[src/rtl/rgbcc_pkg.sv]
`timescale 1ns / 1ps

// Shared types, constants and widths of the RGB color classifier.
package rgbcc_pkg;

  // Default values of the top-level parameters.
  localparam int SAMPLE_BITS_DEF   = 10;
  localparam int HUE_FRAC_BITS_DEF = 12;

  // Fixed widths. Channels are clamped to 8 bits before any arithmetic.
  localparam int CH_W       = 8;
  localparam int LUMA_W     = 16;
  localparam int DIV_W      = 11;   // holds 6 * 255 = 1530
  localparam int SUM_LIM_W  = 16;
  localparam int RAW_LIM_W  = 10;
  localparam int HUE_LIM_W  = 13;
  localparam int CFG_IDX_W  = 3;
  localparam int CFG_DATA_W = 16;
  localparam int KIND_W     = 2;
  localparam int CODE_W     = 3;

  localparam logic [CH_W-1:0]   CLAMP_MAX    = 8'd255;
  localparam logic [CH_W-1:0]   GRAY_RED_MIN = 8'd50;
  localparam logic [CH_W-1:0]   BLUE_MIN     = 8'd70;
  localparam logic [LUMA_W-1:0] LUMA_R       = 16'd77;
  localparam logic [LUMA_W-1:0] LUMA_G       = 16'd150;
  localparam logic [LUMA_W-1:0] LUMA_B       = 16'd29;

  // Sample modes. Any other code is full color mode.
  localparam logic [KIND_W-1:0] KIND_BW  = 2'd0;
  localparam logic [KIND_W-1:0] KIND_BGW = 2'd1;

  // Register indexes of the configuration port.
  localparam logic [CFG_IDX_W-1:0] REG_DARK_SUM    = 3'd0;
  localparam logic [CFG_IDX_W-1:0] REG_BRIGHT_SUM  = 3'd1;
  localparam logic [CFG_IDX_W-1:0] REG_WHITE_MIN   = 3'd2;
  localparam logic [CFG_IDX_W-1:0] REG_BLACK_MAX   = 3'd3;
  localparam logic [CFG_IDX_W-1:0] REG_HUE_RED_YEL = 3'd4;
  localparam logic [CFG_IDX_W-1:0] REG_HUE_YEL_GRN = 3'd5;
  localparam logic [CFG_IDX_W-1:0] REG_HUE_GRN_BLU = 3'd6;
  localparam logic [CFG_IDX_W-1:0] REG_HUE_BLU_RED = 3'd7;

  // Reset values of the registers.
  localparam logic [SUM_LIM_W-1:0] DARK_SUM_RST    = 16'd6503;
  localparam logic [SUM_LIM_W-1:0] BRIGHT_SUM_RST  = 16'd39015;
  localparam logic [RAW_LIM_W-1:0] WHITE_MIN_RST   = 10'd100;
  localparam logic [RAW_LIM_W-1:0] BLACK_MAX_RST   = 10'd30;
  localparam logic [HUE_LIM_W-1:0] HUE_RED_YEL_RST = 13'd341;
  localparam logic [HUE_LIM_W-1:0] HUE_YEL_GRN_RST = 13'd1024;
  localparam logic [HUE_LIM_W-1:0] HUE_GRN_BLU_RST = 13'd2048;
  localparam logic [HUE_LIM_W-1:0] HUE_BLU_RED_RST = 13'd3413;

  typedef enum logic [CODE_W-1:0] {
    CODE_NONE   = 3'd0,
    CODE_BLACK  = 3'd1,
    CODE_BLUE   = 3'd2,
    CODE_GREEN  = 3'd3,
    CODE_YELLOW = 3'd4,
    CODE_RED    = 3'd5,
    CODE_WHITE  = 3'd6,
    CODE_GRAY   = 3'd7
  } color_code_e;

  typedef struct packed {
    logic [SUM_LIM_W-1:0] dark_sum_limit;
    logic [SUM_LIM_W-1:0] bright_sum_limit;
    logic [RAW_LIM_W-1:0] white_min_raw;
    logic [RAW_LIM_W-1:0] black_max_raw;
    logic [HUE_LIM_W-1:0] hue_red_yellow;
    logic [HUE_LIM_W-1:0] hue_yellow_green;
    logic [HUE_LIM_W-1:0] hue_green_blue;
    logic [HUE_LIM_W-1:0] hue_blue_red;
  } cfg_t;

  // Side information that rides along with the hue through the divider.
  typedef struct packed {
    logic        decided;   // code already fixed before the hue is needed
    color_code_e code;
    logic        red_hi;    // green band shows as gray
    logic        blue_hi;   // green band shows as blue
  } side_t;

endpackage

[src/rtl/rgbcc_prep.sv]
`timescale 1ns / 1ps

// First stage: clamping, luma test and raw-channel thresholds.
module rgbcc_prep #(
  parameter int SAMPLE_BITS = rgbcc_pkg::SAMPLE_BITS_DEF
) (
  input  logic                          clk_i,
  input  logic                          rst_ni,
  input  logic                          adv_i,
  input  logic                          valid_i,
  input  logic [rgbcc_pkg::KIND_W-1:0]  kind_i,
  input  logic [SAMPLE_BITS-1:0]        red_raw_i,
  input  logic [SAMPLE_BITS-1:0]        green_raw_i,
  input  logic [SAMPLE_BITS-1:0]        blue_raw_i,
  input  rgbcc_pkg::cfg_t               cfg_i,
  output logic                          valid_o,
  output logic [rgbcc_pkg::CH_W-1:0]    r_o,
  output logic [rgbcc_pkg::CH_W-1:0]    g_o,
  output logic [rgbcc_pkg::CH_W-1:0]    b_o,
  output rgbcc_pkg::side_t              side_o
);
  import rgbcc_pkg::*;

  localparam int RW = (SAMPLE_BITS > RAW_LIM_W) ? SAMPLE_BITS : RAW_LIM_W;

  logic [CH_W-1:0]        r_c, g_c, b_c;
  logic [SAMPLE_BITS-1:0] raw_min, raw_max;
  logic [LUMA_W-1:0]      luma;
  side_t                  side_d;
  logic                   valid_q;
  logic [CH_W-1:0]        r_q, g_q, b_q;
  side_t                  side_q;

  // Clamp each channel to the 8-bit range.
  always_comb begin
    r_c = (red_raw_i   > SAMPLE_BITS'(CLAMP_MAX)) ? CLAMP_MAX : red_raw_i[CH_W-1:0];
    g_c = (green_raw_i > SAMPLE_BITS'(CLAMP_MAX)) ? CLAMP_MAX : green_raw_i[CH_W-1:0];
    b_c = (blue_raw_i  > SAMPLE_BITS'(CLAMP_MAX)) ? CLAMP_MAX : blue_raw_i[CH_W-1:0];
  end

  // Raw extremes and the luma sum of the clamped channels.
  always_comb begin
    raw_min = (red_raw_i < green_raw_i) ? red_raw_i : green_raw_i;
    raw_min = (raw_min < blue_raw_i) ? raw_min : blue_raw_i;
    raw_max = (red_raw_i > green_raw_i) ? red_raw_i : green_raw_i;
    raw_max = (raw_max > blue_raw_i) ? raw_max : blue_raw_i;
    luma = LUMA_R * LUMA_W'(r_c) + LUMA_G * LUMA_W'(g_c) + LUMA_B * LUMA_W'(b_c);
  end

  // Decisions that do not need the hue.
  always_comb begin
    side_d.decided = 1'b1;
    side_d.code    = CODE_NONE;
    side_d.red_hi  = (r_c > GRAY_RED_MIN);
    side_d.blue_hi = (b_c > BLUE_MIN);
    if (kind_i inside {KIND_BW, KIND_BGW}) begin
      if (luma < cfg_i.dark_sum_limit) begin
        side_d.code = CODE_BLACK;
      end else if (luma > cfg_i.bright_sum_limit) begin
        side_d.code = CODE_WHITE;
      end else begin
        side_d.code = (kind_i == KIND_BGW) ? CODE_GRAY : CODE_BLACK;
      end
    end else if (RW'(raw_min) > RW'(cfg_i.white_min_raw)) begin
      side_d.code = CODE_WHITE;
    end else if (RW'(raw_max) < RW'(cfg_i.black_max_raw)) begin
      side_d.code = CODE_BLACK;
    end else begin
      side_d.decided = 1'b0;
    end
  end

  // Stage valid.
  always_ff @(posedge clk_i or negedge rst_ni) begin
    if (!rst_ni) begin
      valid_q <= 1'b0;
    end else if (adv_i) begin
      valid_q <= valid_i;
    end
  end

  // Stage payload.
  always_ff @(posedge clk_i) begin
    if (adv_i && valid_i) begin
      r_q    <= r_c;
      g_q    <= g_c;
      b_q    <= b_c;
      side_q <= side_d;
    end
  end

  assign valid_o = valid_q;
  assign r_o     = r_q;
  assign g_o     = g_q;
  assign b_o     = b_q;
  assign side_o  = side_q;

endmodule

[src/rtl/rgbcc_hue_num.sv]
`timescale 1ns / 1ps

// Second stage: hue numerator and divisor 6*(max-min) of the clamped channels.
module rgbcc_hue_num (
  input  logic                          clk_i,
  input  logic                          rst_ni,
  input  logic                          adv_i,
  input  logic                          valid_i,
  input  logic [rgbcc_pkg::CH_W-1:0]    r_i,
  input  logic [rgbcc_pkg::CH_W-1:0]    g_i,
  input  logic [rgbcc_pkg::CH_W-1:0]    b_i,
  input  rgbcc_pkg::side_t              side_i,
  output logic                          valid_o,
  output logic [rgbcc_pkg::DIV_W-1:0]   rem_o,
  output logic [rgbcc_pkg::DIV_W-1:0]   dvs_o,
  output rgbcc_pkg::side_t              side_o
);
  import rgbcc_pkg::*;

  logic [CH_W-1:0]  mx, mn, dlt;
  logic [DIV_W:0]   d1, d2, d4, d6, num;
  logic [DIV_W-1:0] rem_d, dvs_d;
  logic             valid_q;
  logic [DIV_W-1:0] rem_q, dvs_q;
  side_t            side_q;

  // Channel spread and its multiples.
  always_comb begin
    mx  = (r_i > g_i) ? r_i : g_i;
    mx  = (mx > b_i) ? mx : b_i;
    mn  = (r_i < g_i) ? r_i : g_i;
    mn  = (mn < b_i) ? mn : b_i;
    dlt = mx - mn;
    d1  = (DIV_W + 1)'(dlt);
    d2  = {d1[DIV_W-1:0], 1'b0};
    d4  = {d1[DIV_W-2:0], 2'b00};
    d6  = d4 + d2;
  end

  // Numerator by the channel holding the maximum; red wins ties, then green.
  // All sums stay below 6*spread, so modular arithmetic is exact here.
  always_comb begin
    if (r_i == mx) begin
      if (g_i >= b_i) begin
        num = (DIV_W + 1)'(g_i - b_i);
      end else begin
        num = d6 - (DIV_W + 1)'(b_i - g_i);
      end
    end else if (g_i == mx) begin
      num = d2 + (DIV_W + 1)'(b_i) - (DIV_W + 1)'(r_i);
    end else begin
      num = d4 + (DIV_W + 1)'(r_i) - (DIV_W + 1)'(g_i);
    end
    // Equal channels give hue zero: numerator 0 over a divisor of 1.
    if (dlt == '0) begin
      rem_d = '0;
      dvs_d = DIV_W'(1);
    end else begin
      rem_d = num[DIV_W-1:0];
      dvs_d = d6[DIV_W-1:0];
    end
  end

  // Stage valid.
  always_ff @(posedge clk_i or negedge rst_ni) begin
    if (!rst_ni) begin
      valid_q <= 1'b0;
    end else if (adv_i) begin
      valid_q <= valid_i;
    end
  end

  // Stage payload.
  always_ff @(posedge clk_i) begin
    if (adv_i && valid_i) begin
      rem_q  <= rem_d;
      dvs_q  <= dvs_d;
      side_q <= side_i;
    end
  end

  assign valid_o = valid_q;
  assign rem_o   = rem_q;
  assign dvs_o   = dvs_q;
  assign side_o  = side_q;

endmodule

[src/rtl/rgbcc_div_stage.sv]
`timescale 1ns / 1ps

// One restoring-division step: produces one quotient bit of the hue.
module rgbcc_div_stage #(
  parameter int QW = rgbcc_pkg::HUE_FRAC_BITS_DEF
) (
  input  logic                          clk_i,
  input  logic                          rst_ni,
  input  logic                          adv_i,
  input  logic                          valid_i,
  input  logic [rgbcc_pkg::DIV_W-1:0]   rem_i,
  input  logic [rgbcc_pkg::DIV_W-1:0]   dvs_i,
  input  logic [QW-1:0]                 q_i,
  input  rgbcc_pkg::side_t              side_i,
  output logic                          valid_o,
  output logic [rgbcc_pkg::DIV_W-1:0]   rem_o,
  output logic [rgbcc_pkg::DIV_W-1:0]   dvs_o,
  output logic [QW-1:0]                 q_o,
  output rgbcc_pkg::side_t              side_o
);
  import rgbcc_pkg::*;

  logic [DIV_W:0]   shifted, diff;
  logic             take;
  logic [DIV_W-1:0] rem_d;
  logic [QW-1:0]    q_d;
  logic             valid_q;
  logic [DIV_W-1:0] rem_q, dvs_q;
  logic [QW-1:0]    q_q;
  side_t            side_q;

  // Double the remainder and subtract the divisor where it fits.
  always_comb begin
    shifted = {rem_i, 1'b0};
    diff    = shifted - {1'b0, dvs_i};
    take    = (shifted >= {1'b0, dvs_i});
    rem_d   = take ? diff[DIV_W-1:0] : shifted[DIV_W-1:0];
    q_d     = {q_i[QW-2:0], take};
  end

  // Stage valid.
  always_ff @(posedge clk_i or negedge rst_ni) begin
    if (!rst_ni) begin
      valid_q <= 1'b0;
    end else if (adv_i) begin
      valid_q <= valid_i;
    end
  end

  // Stage payload.
  always_ff @(posedge clk_i) begin
    if (adv_i && valid_i) begin
      rem_q  <= rem_d;
      dvs_q  <= dvs_i;
      q_q    <= q_d;
      side_q <= side_i;
    end
  end

  assign valid_o = valid_q;
  assign rem_o   = rem_q;
  assign dvs_o   = dvs_q;
  assign q_o     = q_q;
  assign side_o  = side_q;

endmodule

[src/rtl/rgbcc_band.sv]
`timescale 1ns / 1ps

// Last stage: hue band selection and the output register.
module rgbcc_band #(
  parameter int QW = rgbcc_pkg::HUE_FRAC_BITS_DEF
) (
  input  logic                          clk_i,
  input  logic                          rst_ni,
  input  logic                          adv_i,
  input  logic                          valid_i,
  input  logic [QW-1:0]                 q_i,
  input  rgbcc_pkg::side_t              side_i,
  input  rgbcc_pkg::cfg_t               cfg_i,
  output logic                          valid_o,
  output logic [rgbcc_pkg::CODE_W-1:0]  color_code_o
);
  import rgbcc_pkg::*;

  localparam int CW = (QW > HUE_LIM_W) ? QW : HUE_LIM_W;

  logic [CW-1:0] q;
  color_code_e   code_d;
  logic          valid_q;
  color_code_e   code_q;

  // Band tests on the quantized hue, with the green-band overrides.
  always_comb begin
    q = CW'(q_i);
    if (side_i.decided) begin
      code_d = side_i.code;
    end else if (q < CW'(cfg_i.hue_red_yellow) || q >= CW'(cfg_i.hue_blue_red)) begin
      code_d = CODE_RED;
    end else if (q < CW'(cfg_i.hue_yellow_green)) begin
      code_d = CODE_YELLOW;
    end else if (q < CW'(cfg_i.hue_green_blue)) begin
      if (side_i.red_hi) begin
        code_d = CODE_GRAY;
      end else if (side_i.blue_hi) begin
        code_d = CODE_BLUE;
      end else begin
        code_d = CODE_GREEN;
      end
    end else if (q < CW'(cfg_i.hue_blue_red)) begin
      code_d = CODE_BLUE;
    end else begin
      code_d = CODE_NONE;
    end
  end

  // Output valid.
  always_ff @(posedge clk_i or negedge rst_ni) begin
    if (!rst_ni) begin
      valid_q <= 1'b0;
    end else if (adv_i) begin
      valid_q <= valid_i;
    end
  end

  // Output word.
  always_ff @(posedge clk_i) begin
    if (adv_i && valid_i) begin
      code_q <= code_d;
    end
  end

  assign valid_o      = valid_q;
  assign color_code_o = code_q;

endmodule

[src/rtl/rgb_color_classifier_top.sv]
`timescale 1ns / 1ps

// RGB color classifier.
// Input channel: a word of mode (kind) and three raw RGB readings, taken at a
// clock edge where in_valid_i is high and in_stall_o is low. Output channel:
// one color code per input word, taken where out_valid_o is high and
// out_stall_i is low. Words leave in the order they entered.
// The pipeline has one stage for clamping and the luma and raw thresholds,
// one for the hue numerator, one restoring-division stage per hue fraction
// bit, and the band stage that holds the output register. Throughput is one
// word per cycle while in_stall_o is low. A stall from the receiver freezes
// only the stages that are full and have no free stage in front; empty stages
// keep filling, and in_stall_o rises only once the whole pipeline is full.
// Nothing is dropped or repeated. Reset empties the pipeline and loads the
// default thresholds. Registers are written through cfg_we_i / cfg_idx_i /
// cfg_data_i; the user must write them only while the block is idle, which
// the block does not enforce. Bits above a register's width are dropped.
module rgb_color_classifier_top #(
  parameter int SAMPLE_BITS   = rgbcc_pkg::SAMPLE_BITS_DEF,
  parameter int HUE_FRAC_BITS = rgbcc_pkg::HUE_FRAC_BITS_DEF
) (
  input  logic                              clk_i,
  input  logic                              rst_ni,
  input  logic                              cfg_we_i,
  input  logic [rgbcc_pkg::CFG_IDX_W-1:0]   cfg_idx_i,
  input  logic [rgbcc_pkg::CFG_DATA_W-1:0]  cfg_data_i,
  input  logic                              in_valid_i,
  output logic                              in_stall_o,
  input  logic [rgbcc_pkg::KIND_W-1:0]      kind_i,
  input  logic [SAMPLE_BITS-1:0]            red_raw_i,
  input  logic [SAMPLE_BITS-1:0]            green_raw_i,
  input  logic [SAMPLE_BITS-1:0]            blue_raw_i,
  output logic                              out_valid_o,
  input  logic                              out_stall_i,
  output logic [rgbcc_pkg::CODE_W-1:0]      color_code_o
);
  import rgbcc_pkg::*;

  localparam int NST = HUE_FRAC_BITS + 3;

  cfg_t                  cfg_q;
  logic [NST-1:0]        vld;
  logic [NST-1:0]        rdy;
  logic [CH_W-1:0]       r_w, g_w, b_w;
  side_t                 side_p;
  logic [DIV_W-1:0]      rem_w [0:HUE_FRAC_BITS-1];
  logic [DIV_W-1:0]      dvs_w [0:HUE_FRAC_BITS-1];
  logic [HUE_FRAC_BITS-1:0] q_w [0:HUE_FRAC_BITS];
  side_t                 side_w [0:HUE_FRAC_BITS];

  // Configuration registers.
  always_ff @(posedge clk_i or negedge rst_ni) begin
    if (!rst_ni) begin
      cfg_q.dark_sum_limit   <= DARK_SUM_RST;
      cfg_q.bright_sum_limit <= BRIGHT_SUM_RST;
      cfg_q.white_min_raw    <= WHITE_MIN_RST;
      cfg_q.black_max_raw    <= BLACK_MAX_RST;
      cfg_q.hue_red_yellow   <= HUE_RED_YEL_RST;
      cfg_q.hue_yellow_green <= HUE_YEL_GRN_RST;
      cfg_q.hue_green_blue   <= HUE_GRN_BLU_RST;
      cfg_q.hue_blue_red     <= HUE_BLU_RED_RST;
    end else if (cfg_we_i) begin
      case (cfg_idx_i)
        REG_DARK_SUM:    cfg_q.dark_sum_limit   <= cfg_data_i;
        REG_BRIGHT_SUM:  cfg_q.bright_sum_limit <= cfg_data_i;
        REG_WHITE_MIN:   cfg_q.white_min_raw    <= cfg_data_i[RAW_LIM_W-1:0];
        REG_BLACK_MAX:   cfg_q.black_max_raw    <= cfg_data_i[RAW_LIM_W-1:0];
        REG_HUE_RED_YEL: cfg_q.hue_red_yellow   <= cfg_data_i[HUE_LIM_W-1:0];
        REG_HUE_YEL_GRN: cfg_q.hue_yellow_green <= cfg_data_i[HUE_LIM_W-1:0];
        REG_HUE_GRN_BLU: cfg_q.hue_green_blue   <= cfg_data_i[HUE_LIM_W-1:0];
        REG_HUE_BLU_RED: cfg_q.hue_blue_red     <= cfg_data_i[HUE_LIM_W-1:0];
        default: ;
      endcase
    end
  end

  // A stage may load when it is empty or the stage in front of it loads.
  assign rdy[NST-1] = !vld[NST-1] || !out_stall_i;
  for (genvar k = 0; k < NST - 1; k++) begin : g_rdy
    assign rdy[k] = !vld[k] || rdy[k+1];
  end

  assign in_stall_o = !rdy[0];

  rgbcc_prep #(
    .SAMPLE_BITS (SAMPLE_BITS)
  ) u_prep (
    .clk_i       (clk_i),
    .rst_ni      (rst_ni),
    .adv_i       (rdy[0]),
    .valid_i     (in_valid_i),
    .kind_i      (kind_i),
    .red_raw_i   (red_raw_i),
    .green_raw_i (green_raw_i),
    .blue_raw_i  (blue_raw_i),
    .cfg_i       (cfg_q),
    .valid_o     (vld[0]),
    .r_o         (r_w),
    .g_o         (g_w),
    .b_o         (b_w),
    .side_o      (side_p)
  );

  rgbcc_hue_num u_hue_num (
    .clk_i   (clk_i),
    .rst_ni  (rst_ni),
    .adv_i   (rdy[1]),
    .valid_i (vld[0]),
    .r_i     (r_w),
    .g_i     (g_w),
    .b_i     (b_w),
    .side_i  (side_p),
    .valid_o (vld[1]),
    .rem_o   (rem_w[0]),
    .dvs_o   (dvs_w[0]),
    .side_o  (side_w[0])
  );

  assign q_w[0] = '0;

  // Divider chain: one quotient bit per stage, most significant first.
  for (genvar k = 0; k < HUE_FRAC_BITS; k++) begin : g_div
    if (k < HUE_FRAC_BITS - 1) begin : g_mid
      rgbcc_div_stage #(
        .QW (HUE_FRAC_BITS)
      ) u_div (
        .clk_i   (clk_i),
        .rst_ni  (rst_ni),
        .adv_i   (rdy[k+2]),
        .valid_i (vld[k+1]),
        .rem_i   (rem_w[k]),
        .dvs_i   (dvs_w[k]),
        .q_i     (q_w[k]),
        .side_i  (side_w[k]),
        .valid_o (vld[k+2]),
        .rem_o   (rem_w[k+1]),
        .dvs_o   (dvs_w[k+1]),
        .q_o     (q_w[k+1]),
        .side_o  (side_w[k+1])
      );
    end else begin : g_last
      rgbcc_div_stage #(
        .QW (HUE_FRAC_BITS)
      ) u_div (
        .clk_i   (clk_i),
        .rst_ni  (rst_ni),
        .adv_i   (rdy[k+2]),
        .valid_i (vld[k+1]),
        .rem_i   (rem_w[k]),
        .dvs_i   (dvs_w[k]),
        .q_i     (q_w[k]),
        .side_i  (side_w[k]),
        .valid_o (vld[k+2]),
        .rem_o   (),
        .dvs_o   (),
        .q_o     (q_w[k+1]),
        .side_o  (side_w[k+1])
      );
    end
  end

  rgbcc_band #(
    .QW (HUE_FRAC_BITS)
  ) u_band (
    .clk_i        (clk_i),
    .rst_ni       (rst_ni),
    .adv_i        (rdy[NST-1]),
    .valid_i      (vld[NST-2]),
    .q_i          (q_w[HUE_FRAC_BITS]),
    .side_i       (side_w[HUE_FRAC_BITS]),
    .cfg_i        (cfg_q),
    .valid_o      (vld[NST-1]),
    .color_code_o (color_code_o)
  );

  assign out_valid_o = vld[NST-1];

endmodule

[config.mk]
export PLATFORM = sky130hd
export DESIGN_NAME = rgb_color_classifier_top
export DESIGN_NICKNAME = d
export VERILOG_FILES = /design/src/rtl/rgbcc_pkg.sv /design/src/rtl/rgbcc_prep.sv /design/src/rtl/rgbcc_hue_num.sv /design/src/rtl/rgbcc_div_stage.sv /design/src/rtl/rgbcc_band.sv /design/src/rtl/rgb_color_classifier_top.sv
export SDC_FILE = /design/constraint.sdc
export NUM_CORES = 1
export LEC_CHECK = 0
export CORE_MARGIN = 2
export CORE_UTILIZATION = 35
export DETAILED_ROUTE_END_ITERATION = 8
export DONT_BUFFER_PORTS = 1
export HOLD_SLACK_MARGIN = 0.12
export PLACE_DENSITY = 0.49
export SYNTH_ARGS = -nofsm -noshare
export SYNTH_HDL_FRONTEND = slang
export SYNTH_SLANG_ARGS = --single-unit
[constraint.sdc]
create_clock -name clk_i -period 9.7 [get_ports clk_i]
set_input_delay 2.425 -clock clk_i [delete_from_list [all_inputs] [get_ports clk_i]]
set_output_delay 2.425 -clock clk_i [all_outputs]
set_load 0.005 [all_outputs]
### Yosys cells after proc, flatten, opt, wreduce, memory -nomap -nowiden

Cells that the tools add are included.

* flip-flop bits (word level): 572
* input port bits: 56
* output and inout port bits: 5
* word-level logic and storage cells: 300

* add/sub/neg operators: 22
* multiply operators: 3
* magnitude comparators: 35
* equal/unequal tests: 10
* muxes and demuxes: 39
* reductions and logical operators: 61

Operators with widths (count)
* 2-to-1 mux 11 bit: 14
* >= comparator 12 x 11 -> 1 bit: 12
* subtractor 11 bit: 12
* 2-to-1 mux 8 bit: 7
* < comparator 12 x 13 -> 1 bit: 4
* 2-to-1 mux 10 bit: 4
* > comparator 10 bit: 3
* > comparator 10 x 8 -> 1 bit, second input constant: 3
* < comparator 10 bit: 3
* multiplier 7 x 8 -> 15 bit, first input constant: 2
* 2-to-1 mux 3 bit: 10
* subtractor 11 x 8 -> 11 bit: 2
* subtractor 8 x 8 -> 9 bit: 2
* logical NOT 1 bit: 17
* adder 15 x 16 -> 16 bit: 1
* adder 16 x 13 -> 16 bit: 1
* == test 8 bit: 2
* > comparator 16 bit: 1
* > comparator 8 bit: 2
* logical OR 1 bit: 16
* < comparator 16 bit: 1
* < comparator 8 bit: 2
* AND reduction 2 bit: 8
* logical AND 1 bit: 15
* other kinds (20): 26

### Logic depth before layout (Yosys ltp)

Gate-level depths: netlist (run 1).

* depth after elaboration: 17
* gate-level depth with buffers: 41
* depth with buffers taken out: 38

### Cells and area by module

A second synthesis (run 1) with hierarchy kept.

* cell total of the unflattened synthesis: 3545
* area total of the unflattened synthesis: 41782.6 sq um

By module, submodules not included
* rgbcc_div_stage: instances 12, cells an instance 142, area each 1985.7 sq um
* rgbcc_prep: instances 1, cells an instance 763, area each 6959.2 sq um
* rgbcc_hue_num: instances 1, cells an instance 656, area each 5551.6 sq um
* rgb_color_classifier_top: instances 1, cells an instance 253, area each 4125.2 sq um
* rgbcc_band: instances 1, cells an instance 169, area each 1318.8 sq um

### Least setup slack after synthesis (run 1)

No wires, ideal clock.

* kind: input to register
* start: in green_raw_i[9]
* end: reg u_prep.side_q, in the netlist u_prep.side_o[3], data pin
* arrival time: 9.798 ns
* data required time: 9.446 ns
* slack: -0.352 ns
* stages: 36
* path through: inv_1 -> clkbuf_1 -> nand2_1 -> nor2_1 -> inv_1 -> ha_1 -> ha_1 -> inv_1 -> fa_1 -> fa_1 -> inv_1 -> ha_1 -> inv_1 -> xnor2_1 -> fa_1 -> inv_1 -> fa_1 -> inv_1 -> fa_1 -> fa_1 -> inv_1 -> ha_1 -> a21o_1 -> a21oi_1 -> a2bb2oi_1 -> nor2b_1 -> xnor2_1 -> ha_1 -> a21o_1 -> a21o_1 -> a21o_1 -> a21oi_1 -> o21ai_0 -> a21oi_1 -> nor2_1 -> o21a_1

RTL lines
* from (decl): RTL line rgb_color_classifier_top.sv:31 `input logic [SAMPLE_BITS-1:0] green_raw_i,`
* to (signal assigned): RTL line rgbcc_prep.sv:88 `side_q <= side_d;`
* to (decl): RTL line rgbcc_prep.sv:32 `side_t side_q;`

==> run metrics, run 1 <==
status=finished, final reports clean; per-cell routed wire length=between 15 and 20 um; # clock sinks=558; area grow syn2layout=12.3%; clock-pin slew on the worst setup and hold paths=0.06 ns; vias in the first global route=23.8k; WP data required=10.05 ns; Die ar.=0.106 mm^2; Placed Area=0.0384 mm^2; Period minus WS final=9.36 ns; CTS buffer count=66; Unique masters post-synth=81; Clock Tree Root=clkbuf_16; commonest cells after routing, fill and taps aside=inv_1 (528), edfxtp_1 (439), ha_1 (436); post_cts resized=0; Ys Warns=0; Setup Fix Bufs, Post-CTS=0; Die Y=325 um; Setup violations, final=0; Longest Clk Path Bufs=3; post-layout util=around two fifths; routed vias=23.5k; #FFs+latches synth=558; slowest CP cell=fa_1; finished layout cell area=a little over 0.04 mm^2; Final ANT Viol Nets=0; initial core utilization=roughly 35%; Clock Skew=between 0.03 and 0.04 ns; commonest non-fill, non-tap cell in the layout=inv_1; layout cells sized above 1=11.7%; CTS Hold Bufs=0; max-cap check violation count=0; Hold WS=0.405 ns; DP Wirelength=65.4 mm; Ports=61; FP Rows=around 120; initial antenna violation count=4; fin crit share=96.5%; relative slew slack=between 20% and 30%; Iter 0 DRT Violations=1,166; Worst Tran Pin Value=1.10 ns; final hold vios=0; clk_lat worst skew=0.61 ns; largest net degree at the start of global routing=120; Routed WL=83.2 mm; setup TNS=0 ns; Crit Path Class=in2reg; first-pass GRT wire length=between 100 and 150 mm; Critical Path Source Type=input pin; CP Max Fanout=5; Mean Syn Cell Area=10.7 um^2; 1st-pass router iterations=6; IO Port Bufs=0; CP endpoint kind=register; Syn Nets=3,941; core footprint=0.102 mm^2; unrepaired setup endpoints after global routing=false; vias per inst=4.80; Nets=4,050; sequential-to-total area share from yosys stat=44.9%; ys flop type=edfxtp_1; TritonCTS clock tree=done; Die W=between 300 and 400 um; CTS H-Tree Depth=3; GPL Wtd Cong=between 0.8 and 0.9; HP Class=reg2reg; Final Max Slew Viols=0; cells after synthesis=3,365; GR Util All Layers=15.9%; Syn Std Cell Area=0.0361 mm^2; Arrival @ worst endpoint=9.71 ns; DRC=0; ys async rst share=21.3%; Max Freq=107 MHz; EDFF count, synth=439; CP peak stage delay=0.54 ns; GRT Residual Overflow=0; Most Frequent Cell on Critical Path=inv_1
==> per-layer routing <==
layer,GRT usage (%),vias up,part of all wire [%]
li1,-,12000,-
met2,27.1,328,48
met1,21.1,11100,46
met5,0,-,0.016
met4,4.35,2,2.3
met3,2.16,101,3.5
==> critical path, delay by kind of cell <==
kind / cells / cell delay, ns
adders and majority gates: 11 / 4.34
AOI/OAI and AO/OA: 10 / 1.62
xor gates and xnor gates: 2 / 0.35
and+or+nand+nor: 5 / 0.48
buffers and inverters: 8 / 0.48
==> cell families after synthesis <==
logic type / Yosys count / synth area share, %
multiplexers: 163 / 5.04
adder cells (fa/ha/maj): 520 / 19.7
XOR/XNOR: 94 / 2.33
AO/OA/AOI/OAI: 654 / 11.5
flip-flops: 558 / 44.9
AND/OR/NAND/NOR: 797 / 10.5
buffers and inverters: 579 / 6.08
==> worst paths after layout <==
kind / start / endpoint / slack [ns] / depth (start not counted)
worst max-delay path: green_raw_i[8] / u_prep.side_o[3]$_DFFE_PP_ / 0.34 / 36
max in group asynchronous: rst_ni / cfg_q[67]$_DFFE_PN1P_ / 7.89 / 0
worst min-delay path: g_div[3].g_mid.u_div.side_o[1]$_DFFE_PP_ / g_div[4].g_mid.u_div.side_o[1]$_DFFE_PP_ / 0.40 / 0
worst min register to register: g_div[3].g_mid.u_div.side_o[1]$_DFFE_PP_ / g_div[4].g_mid.u_div.side_o[1]$_DFFE_PP_ / 0.40 / 0
min in group asynchronous: rst_ni / cfg_q[86]$_DFFE_PN0P_ / 1.53 / 0
worst max register to register: u_prep.g_o[7]$_DFFE_PP_ / u_hue_num.rem_o[9]$_SDFFCE_PN0P_ / 0.98 / 30
==> state kept, by name, indices dropped and copies added, names as in the netlist, 11 cells and up <==
register,count
g_div.g_mid.u_div.rem_o,121
g_div.g_mid.u_div.side_o,55
g_div.g_last.u_div.q_o,12
g_div.g_mid.u_div.q_o,66
g_div.g_mid.u_div.valid_o,11
u_hue_num.rem_o,11
cfg_q,104
u_hue_num.dvs_o,11
g_div.g_mid.u_div.dvs_o,121
==> cell type report <==
cell class	instances	area (um^2)
Antenna cell	3	7.51
Clock buffer	80	1770
Clock inverter	40	385
Fill cell	9995	61500
Inverter	532	2000
Multi-Input combinational cell	2228	17800
Sequential cell	558	16200
Tap cell	1368	1710
Timing Repair Buffer	88	661
==> per-stage QoR <==
stage               std cells  setup WS [ns]
global route             4896         0.0102
detailed placement       4774         -0.262
floorplan                3365         0.0155
global placement         4774         -0.276
CTS                      4894          0.368
finish                   4897          0.341
==> synth_stat cells (9+ instances only) <==
cell / count / share of area (%)
inv_1: 530 / 5.5
edfxtp_1: 439 / 36
ha_1: 438 / 15
nor2_1: 256 / 2.7
nand2_1: 216 / 2.2
o21ai_0: 209 / 2.9
mux2_2: 144 / 4.5
a21oi_1: 103 / 1.4
dfrtp_1: 82 / 5.7
fa_1: 82 / 4.5
xnor2_1: 65 / 1.6
a21o_1: 57 / 1.2
nand3_1: 55 / 0.76
nand4_1: 53 / 0.92
a21boi_0: 52 / 1.1
nor2b_1: 49 / 0.85
nor3_1: 40 / 0.55
dfstp_2: 37 / 2.7
nand2b_1: 32 / 0.55
o21ai_1: 32 / 0.44
o31ai_1: 31 / 0.64
clkbuf_1: 29 / 0.30
o21a_1: 28 / 0.58
xor2_1: 28 / 0.68
a21boi_1: 25 / 0.52
a211oi_1: 24 / 0.50
and2_1: 22 / 0.38
buf_2: 17 / 0.24
mux2i_1: 15 / 0.42
or3_1: 14 / 0.24
o31a_1: 13 / 0.32
o21bai_1: 11 / 0.23
o2111ai_1: 9 / 0.22
Power of run 1 is not shown: default switching activity piles up to over one toggle a cycle in this logic, so the estimate is an artifact.
==> inputs of run 2 (changes only) <==
Settings changed: CORE_UTILIZATION 35 to 61, PLACE_DENSITY 0.49 to 0.77, SLEW_MARGIN set to 20.
==> run 2 against run 1 <==
  * Clock skew down 0.0093 ns
  * First-iteration DRC count rose by 27%
  * Sequential share of layout area rose by 1.0 points
  * Setup slack gained 0.021 ns
  * Fmax rose by 0.22%
  * Cell count down 13%
  * Largest cell class unchanged
==> run metrics, run 2 (synthesis results as in run 1) <==
status=finished, final reports clean; clk_lat worst skew=0.62 ns (about the same); Critical R2R Launch=u_prep.r_o[0]$_DFFE_PP_; crit path launch=green_raw_i[9]; CP endpoint=u_prep.side_o[3]$_DFFE_PP_; DRC=0 (unchanged); layout cells sized above 1=11.2% (-0.42 points); slowest CP cell=fa_1; Clock Tree Root=clkbuf_16; Worst Tran Pin Value=0.989 ns (-0.116 ns); commonest cells after routing, fill and taps aside=inv_1 (529), edfxtp_1 (439), ha_1 (436); initial core utilization=61.4% (+26 points); routed vias=24.9k (+6.0%); IO Port Bufs=0 (unchanged); CTS H-Tree Depth=2 (-1); Die ar.=0.0612 mm^2 (-42%); Crit Path Class=in2reg; hold path start=g_div[2].g_mid.u_div.side_o[3]$_DFFE_PP_; Final ANT Viol Nets=0 (unchanged); core footprint=0.0588 mm^2 (-42%); Ports=61 (unchanged); commonest non-fill, non-tap cell in the layout=inv_1; max-cap check violation count=0 (unchanged); TritonCTS clock tree=done; R2R depth=33 (+10%); Hold WS=0.403 ns (-0.00233 ns); placed insts=4,171 (-13%); Setup violations, final=0 (unchanged); Die W=247 um (-24%); Clock Skew=0.0229 ns (-0.00931 ns); area grow syn2layout=9.40%; Final Max Slew Viols=0 (unchanged); per-cell routed wire length=18.8 um (+10%); # clock sinks=558 (unchanged); GRT Residual Overflow=0 (unchanged); Routed WL=80.3 mm (-3.5%); 1st-pass router iterations=7 (+1); R2R Setup Slk=1.10 ns (+0.12 ns); Nets=4,035 (-0.37%); initial antenna violation count=1 (-3); Period minus WS final=9.34 ns (-0.0206 ns); HP Class=reg2reg; Iter 0 DRT Violations=1,485 (+27%); GR Util All Layers=26.4% (+10 points); first-pass GRT wire length=129 mm (-3.7%); Max Freq=107 MHz (+0.22%); Most Frequent Cell on Critical Path=ha_1; fin crit share=96.3% (-0.21 points); CP Max Fanout=4 (-1); FP Rows=89 (-24%); CP peak stage delay=0.55 ns (about the same); Antenna Cells=0 (-3); vias in the first global route=25.6k (+7.6%); clock-pin slew on the worst setup and hold paths=0.06 ns (about the same); unrepaired setup endpoints after global routing=true; DP Wirelength=61.7 mm (-5.6%); WP data required=10.07 ns (+0.02 ns); Die Y=247 um (-24%); CP endpoint kind=register; relative slew slack=33.8% (+7.8 points); GPL Wtd Cong=0.954 (+9.4%); largest net degree at the start of global routing=120 (unchanged); final hold vios=0 (unchanged); CTS buffer count=59 (-11%); vias per inst=5.82 (+21%); reg2reg end=u_hue_num.rem_o[9]$_SDFFCE_PN0P_; Arrival @ worst endpoint=9.71 ns (about the same); setup TNS=0 ns (unchanged); Longest Clk Path Bufs=3 (unchanged); Finished Layout Cells=4,279 (-13%); Setup Fix Bufs, Post-CTS=0 (unchanged); Critical Path Source Type=input pin
==> run 2: changes by cell type in the layout (fill, tap and decap cells not counted), sizes merged <==
cell,delta
buf,-8
bufinv,+1
clkbuf,-9
clkinv,-5
clkinvlp,-1
diode,-3
inv,+2
==> run 2: metrics by stage <==
step / utilization (%) / setup slack (ns) / area (um^2)
4_1_cts: 67.2 / 0.352 / 39500
6_report: 67.2 / 0.361 / 39500
2_1_floorplan: - / 0.0155 / 36200
3_5_place_dp: 63.9 / -0.285 / 37600
3_3_place_gp: 63.9 / -0.183 / 37600
5_1_grt: 67.2 / -0.0635 / 39500
==> run 2: what timing repair did <==
item / CTS / global route
hold buffers: 0 / 0
resized for setup: 0 / 3
endpoints found under the setup margin: 0 / 2
==> run 2: worst max-delay path: cells and delay by family <==
| kind | cells | cell delay, ns |
|---|---|---|
| buffers and inverters | 6 | 0.44 |
| XOR/XNOR | 2 | 0.30 |
| AO/OA/AOI/OAI | 13 | 1.98 |
| adder cells (fa/ha/maj) | 11 | 4.02 |
| AND/OR/NAND/NOR | 5 | 0.54 |
==> run 2: how the worst min path moves through the flow <==
| stage | to | slack [ns] | cells past startpoint |
|---|---|---|---|
| after floorplan | g_div[0].g_mid.u_div.side_o[0]$_DFFE_PP_ | 0.40 | 0 |
| after global placement | g_div[0].g_mid.u_div.side_o[1]$_DFFE_PP_ | 0.40 | 0 |
| after detailed placement | g_div[10].g_mid.u_div.q_o[4]$_DFFE_PP_ | 0.40 | 0 |
| after CTS | g_div[3].g_mid.u_div.side_o[3]$_DFFE_PP_ | 0.39 | 0 |
| after global routing | g_div[1].g_mid.u_div.side_o[0]$_DFFE_PP_ | 0.42 | 0 |
| final | g_div[3].g_mid.u_div.side_o[3]$_DFFE_PP_ | 0.40 | 0 |
==> run 2: cell type report <==
cell class	instances	area [um^2]
flip-flops and latches	558	16200
repair buffers	80	601
inverters	532	2000
clock inverters	37	398
fillers	4281	19300
multi-input cells	2228	17800
well taps	773	967
clock buffers	71	1550
==> run 2: per-layer routing <==
| layer | vias up | GRT usage [%] | wire, um |
|---|---|---|---|
| met3 | 182 | 3.75 | 4110 |
| met5 | - | 0 | 0 |
| met1 | 12100 | 31.9 | 32600 |
| met2 | 711 | 47.4 | 40600 |
| met4 | 0 | 10.6 | 3010 |
| li1 | 12000 | - | - |
Power of run 2 is left out for the same reason.
==> inputs of run 3 (changes only) <==
Settings changed: CTS_CLUSTER_SIZE set to 30, GPL_TIMING_DRIVEN set to 0, HOLD_SLACK_MARGIN 0.12 to 0.1.
==> run 3 against run 2 <==
  * Utilization rose by 0.27 points
  * Design area is 0.41% higher
  * Worst hold slack improved by 0.0038 ns
  * Register-to-register slack got worse by 0.45 ns
  * Non-clock buffer count shrank 12
  * Flip-flop and latch count unchanged
  * Setup slack worse by 0.20 ns
  * Sequential share of layout area fell by 0.17 points
  * Cell count is 0.23% lower
  * Count of clock-buffer cells in the layout is 2 higher
  * Critical path type unchanged
  * Critical endpoint unchanged
==> run metrics, run 3 (synthesis results as in run 1) <==
slowest CP cell=fa_2; Nets=4,021 (-0.35%); Max Freq=105 MHz (-2.1%); CTS buffer count=57 (-3.4%); Placed Area=0.0373 mm^2 (-0.72%); finished layout cell area=0.0397 mm^2 (+0.41%); post-layout util=67.5% (+0.27 points); HP Class=reg2reg; Worst Tran Pin Value=1.09 ns (+0.104 ns); Routed WL=81.6 mm (+1.6%); initial core utilization=61.4% (unchanged); clock-pin slew on the worst setup and hold paths=0.06 ns (about the same); GPL Wtd Cong=0.962 (+0.84%); GRT Residual Overflow=0 (unchanged); Setup Slack @ Placement=-0.973 ns (-0.688 ns); FP Rows=89 (unchanged); IO Port Bufs=0 (unchanged); CP Max Fanout=5 (+1); Arrival @ worst endpoint=9.88 ns (+0.17 ns); clk_lat worst skew=0.62 ns (about the same); Longest Clk Path Bufs=3 (unchanged); Critical Path Source Type=input pin; Die Y=247 um (unchanged); Ports=61 (unchanged); core footprint=0.0588 mm^2 (unchanged); CTS Hold Bufs=0 (unchanged); WP data required=10.04 ns (-0.03 ns); Clock Tree Root=clkbuf_16; final worst setup slack=0.157 ns (-0.204 ns); routed vias=24.9k (+0.092%); Final Max Slew Viols=0 (unchanged); Die ar.=0.0612 mm^2 (unchanged); vias in the first global route=26.2k (+2.4%); # clock sinks=558 (unchanged); initial antenna violation count=2 (+1); CP endpoint kind=register; largest net degree at the start of global routing=120 (unchanged); CTS H-Tree Depth=2 (unchanged); TritonCTS clock tree=done; commonest non-fill, non-tap cell in the layout=inv_1; fin crit share=98.4% (+2.1 points); Hold WS=0.406 ns (+0.00378 ns); delay-heaviest family, CP=adder cells; DRC=0 (unchanged); CP Buf/Inv Count=9 (+3); Iter 0 DRT Violations=1,665 (+12%); Period minus WS final=9.54 ns (+0.204 ns); Clock Skew=0.0176 ns (-0.00536 ns); Most Frequent Cell on Critical Path=fa_1; Filler cells=4,191 (-2.1%); max-cap check violation count=0 (unchanged); Crit Path Class=in2reg; DP Wirelength=62.3 mm (+0.94%); layout cells sized above 1=11.5% (+0.30 points); Setup violations, final=0 (unchanged); CP peak stage delay=0.53 ns (-0.02 ns); first-pass GRT wire length=132 mm (+2.6%); final hold vios=0 (unchanged); Die W=247 um (unchanged); per-cell routed wire length=19.1 um (+1.8%); relative slew slack=26.2% (-7.7 points); status=finished, final reports clean; Final ANT Viol Nets=0 (unchanged); 1st-pass router iterations=6 (-1); commonest cells after routing, fill and taps aside=inv_1 (524), edfxtp_1 (439), ha_1 (431); GR Util All Layers=27.2% (+0.80 points); vias per inst=5.84 (+0.33%); area grow syn2layout=9.85%
## run 3: cell count changes in the layout (fill, tap and decap cells not counted), sizes merged
cell | previous run | this run
buf | 80 | 39
clkinvlp | 4 | 8
inv | 534 | 531
diode | 0 | 2
bufinv | 7 | 9
clkinv | 24 | 19
clkbuf | 71 | 102
## run 3: worst reg2reg max path, delay by kind of cell, from the launching register on
family          cells  cell delay [ns]
compound gates     13             2.75
fa+ha+maj           5             1.75
xor+xnor            3             1.16
flops               1             0.54
simple gates        7             1.16
buf+inv             5             1.46
## run 3: path summary, 6_finish.rpt
path	startpoint	endpoint	slack, ns	cells past startpoint
max	green_raw_i[9]	u_prep.side_o[3]$_DFFE_PP_	0.16	36
max in group asynchronous	rst_ni	cfg_q[88]$_DFFE_PN1P_	7.91	0
min in group asynchronous	rst_ni	cfg_q[14]$_DFFE_PN0P_	1.50	0
min reg2reg	g_div[7].g_mid.u_div.q_o[3]$_DFFE_PP_	g_div[8].g_mid.u_div.q_o[4]$_DFFE_PP_	0.41	0
min	g_div[7].g_mid.u_div.q_o[3]$_DFFE_PP_	g_div[8].g_mid.u_div.q_o[4]$_DFFE_PP_	0.41	0
max reg2reg	u_prep.g_o[6]$_DFFE_PP_	u_hue_num.rem_o[9]$_SDFFCE_PN0P_	0.65	33
## run 3: per-stage QoR
| step | setup TNS, ns | cells |
|---|---|---|
| 2_1_floorplan | 0 | 3365 |
| 3_3_place_gp | -1.80 | 4138 |
| 3_5_place_dp | -1.90 | 4143 |
| 4_1_cts | 0 | 4259 |
| 5_1_grt | -0.0671 | 4267 |
| 6_report | 0 | 4269 |
## run 3: repair_timing
item,CTS,global route
resized for setup,29,26
setup buffers,6,8
endpoints found under the setup margin,2,2
hold endpoints to repair,0,0
cloned,2,0
pin swaps,18,24
## run 3: metal layers
| metal | vias to the layer above | routed length, um | global-route usage, % |
|---|---|---|---|
| li1 | 12000 | - | - |
| met1 | 12100 | 32500 | 31.7 |
| met2 | 674 | 42000 | 50.4 |
| met3 | 247 | 3550 | 3.35 |
| met4 | 0 | 3530 | 11.4 |
| met5 | - | 0 | 0 |
## run 3: area by class of cell
| cell class | count | area (um^2) | share of cell area (%) |
|---|---|---|---|
| Inverter | 532 | 2000 | 5.05 |
| Multi-Input combinational cell | 2228 | 18000 | 45.5 |
| Clock buffer | 73 | 1570 | 3.95 |
| Timing Repair Buffer | 21 | 228 | 0.574 |
| Tap cell | 773 | 967 | 2.44 |
| Buffer | 47 | 220 | 0.555 |
| Clock inverter | 35 | 435 | 1.10 |
| Sequential cell | 558 | 16200 | 40.8 |
| Antenna cell | 2 | 5.00 | 0.0126 |
Power of run 3 is left out for the same reason.
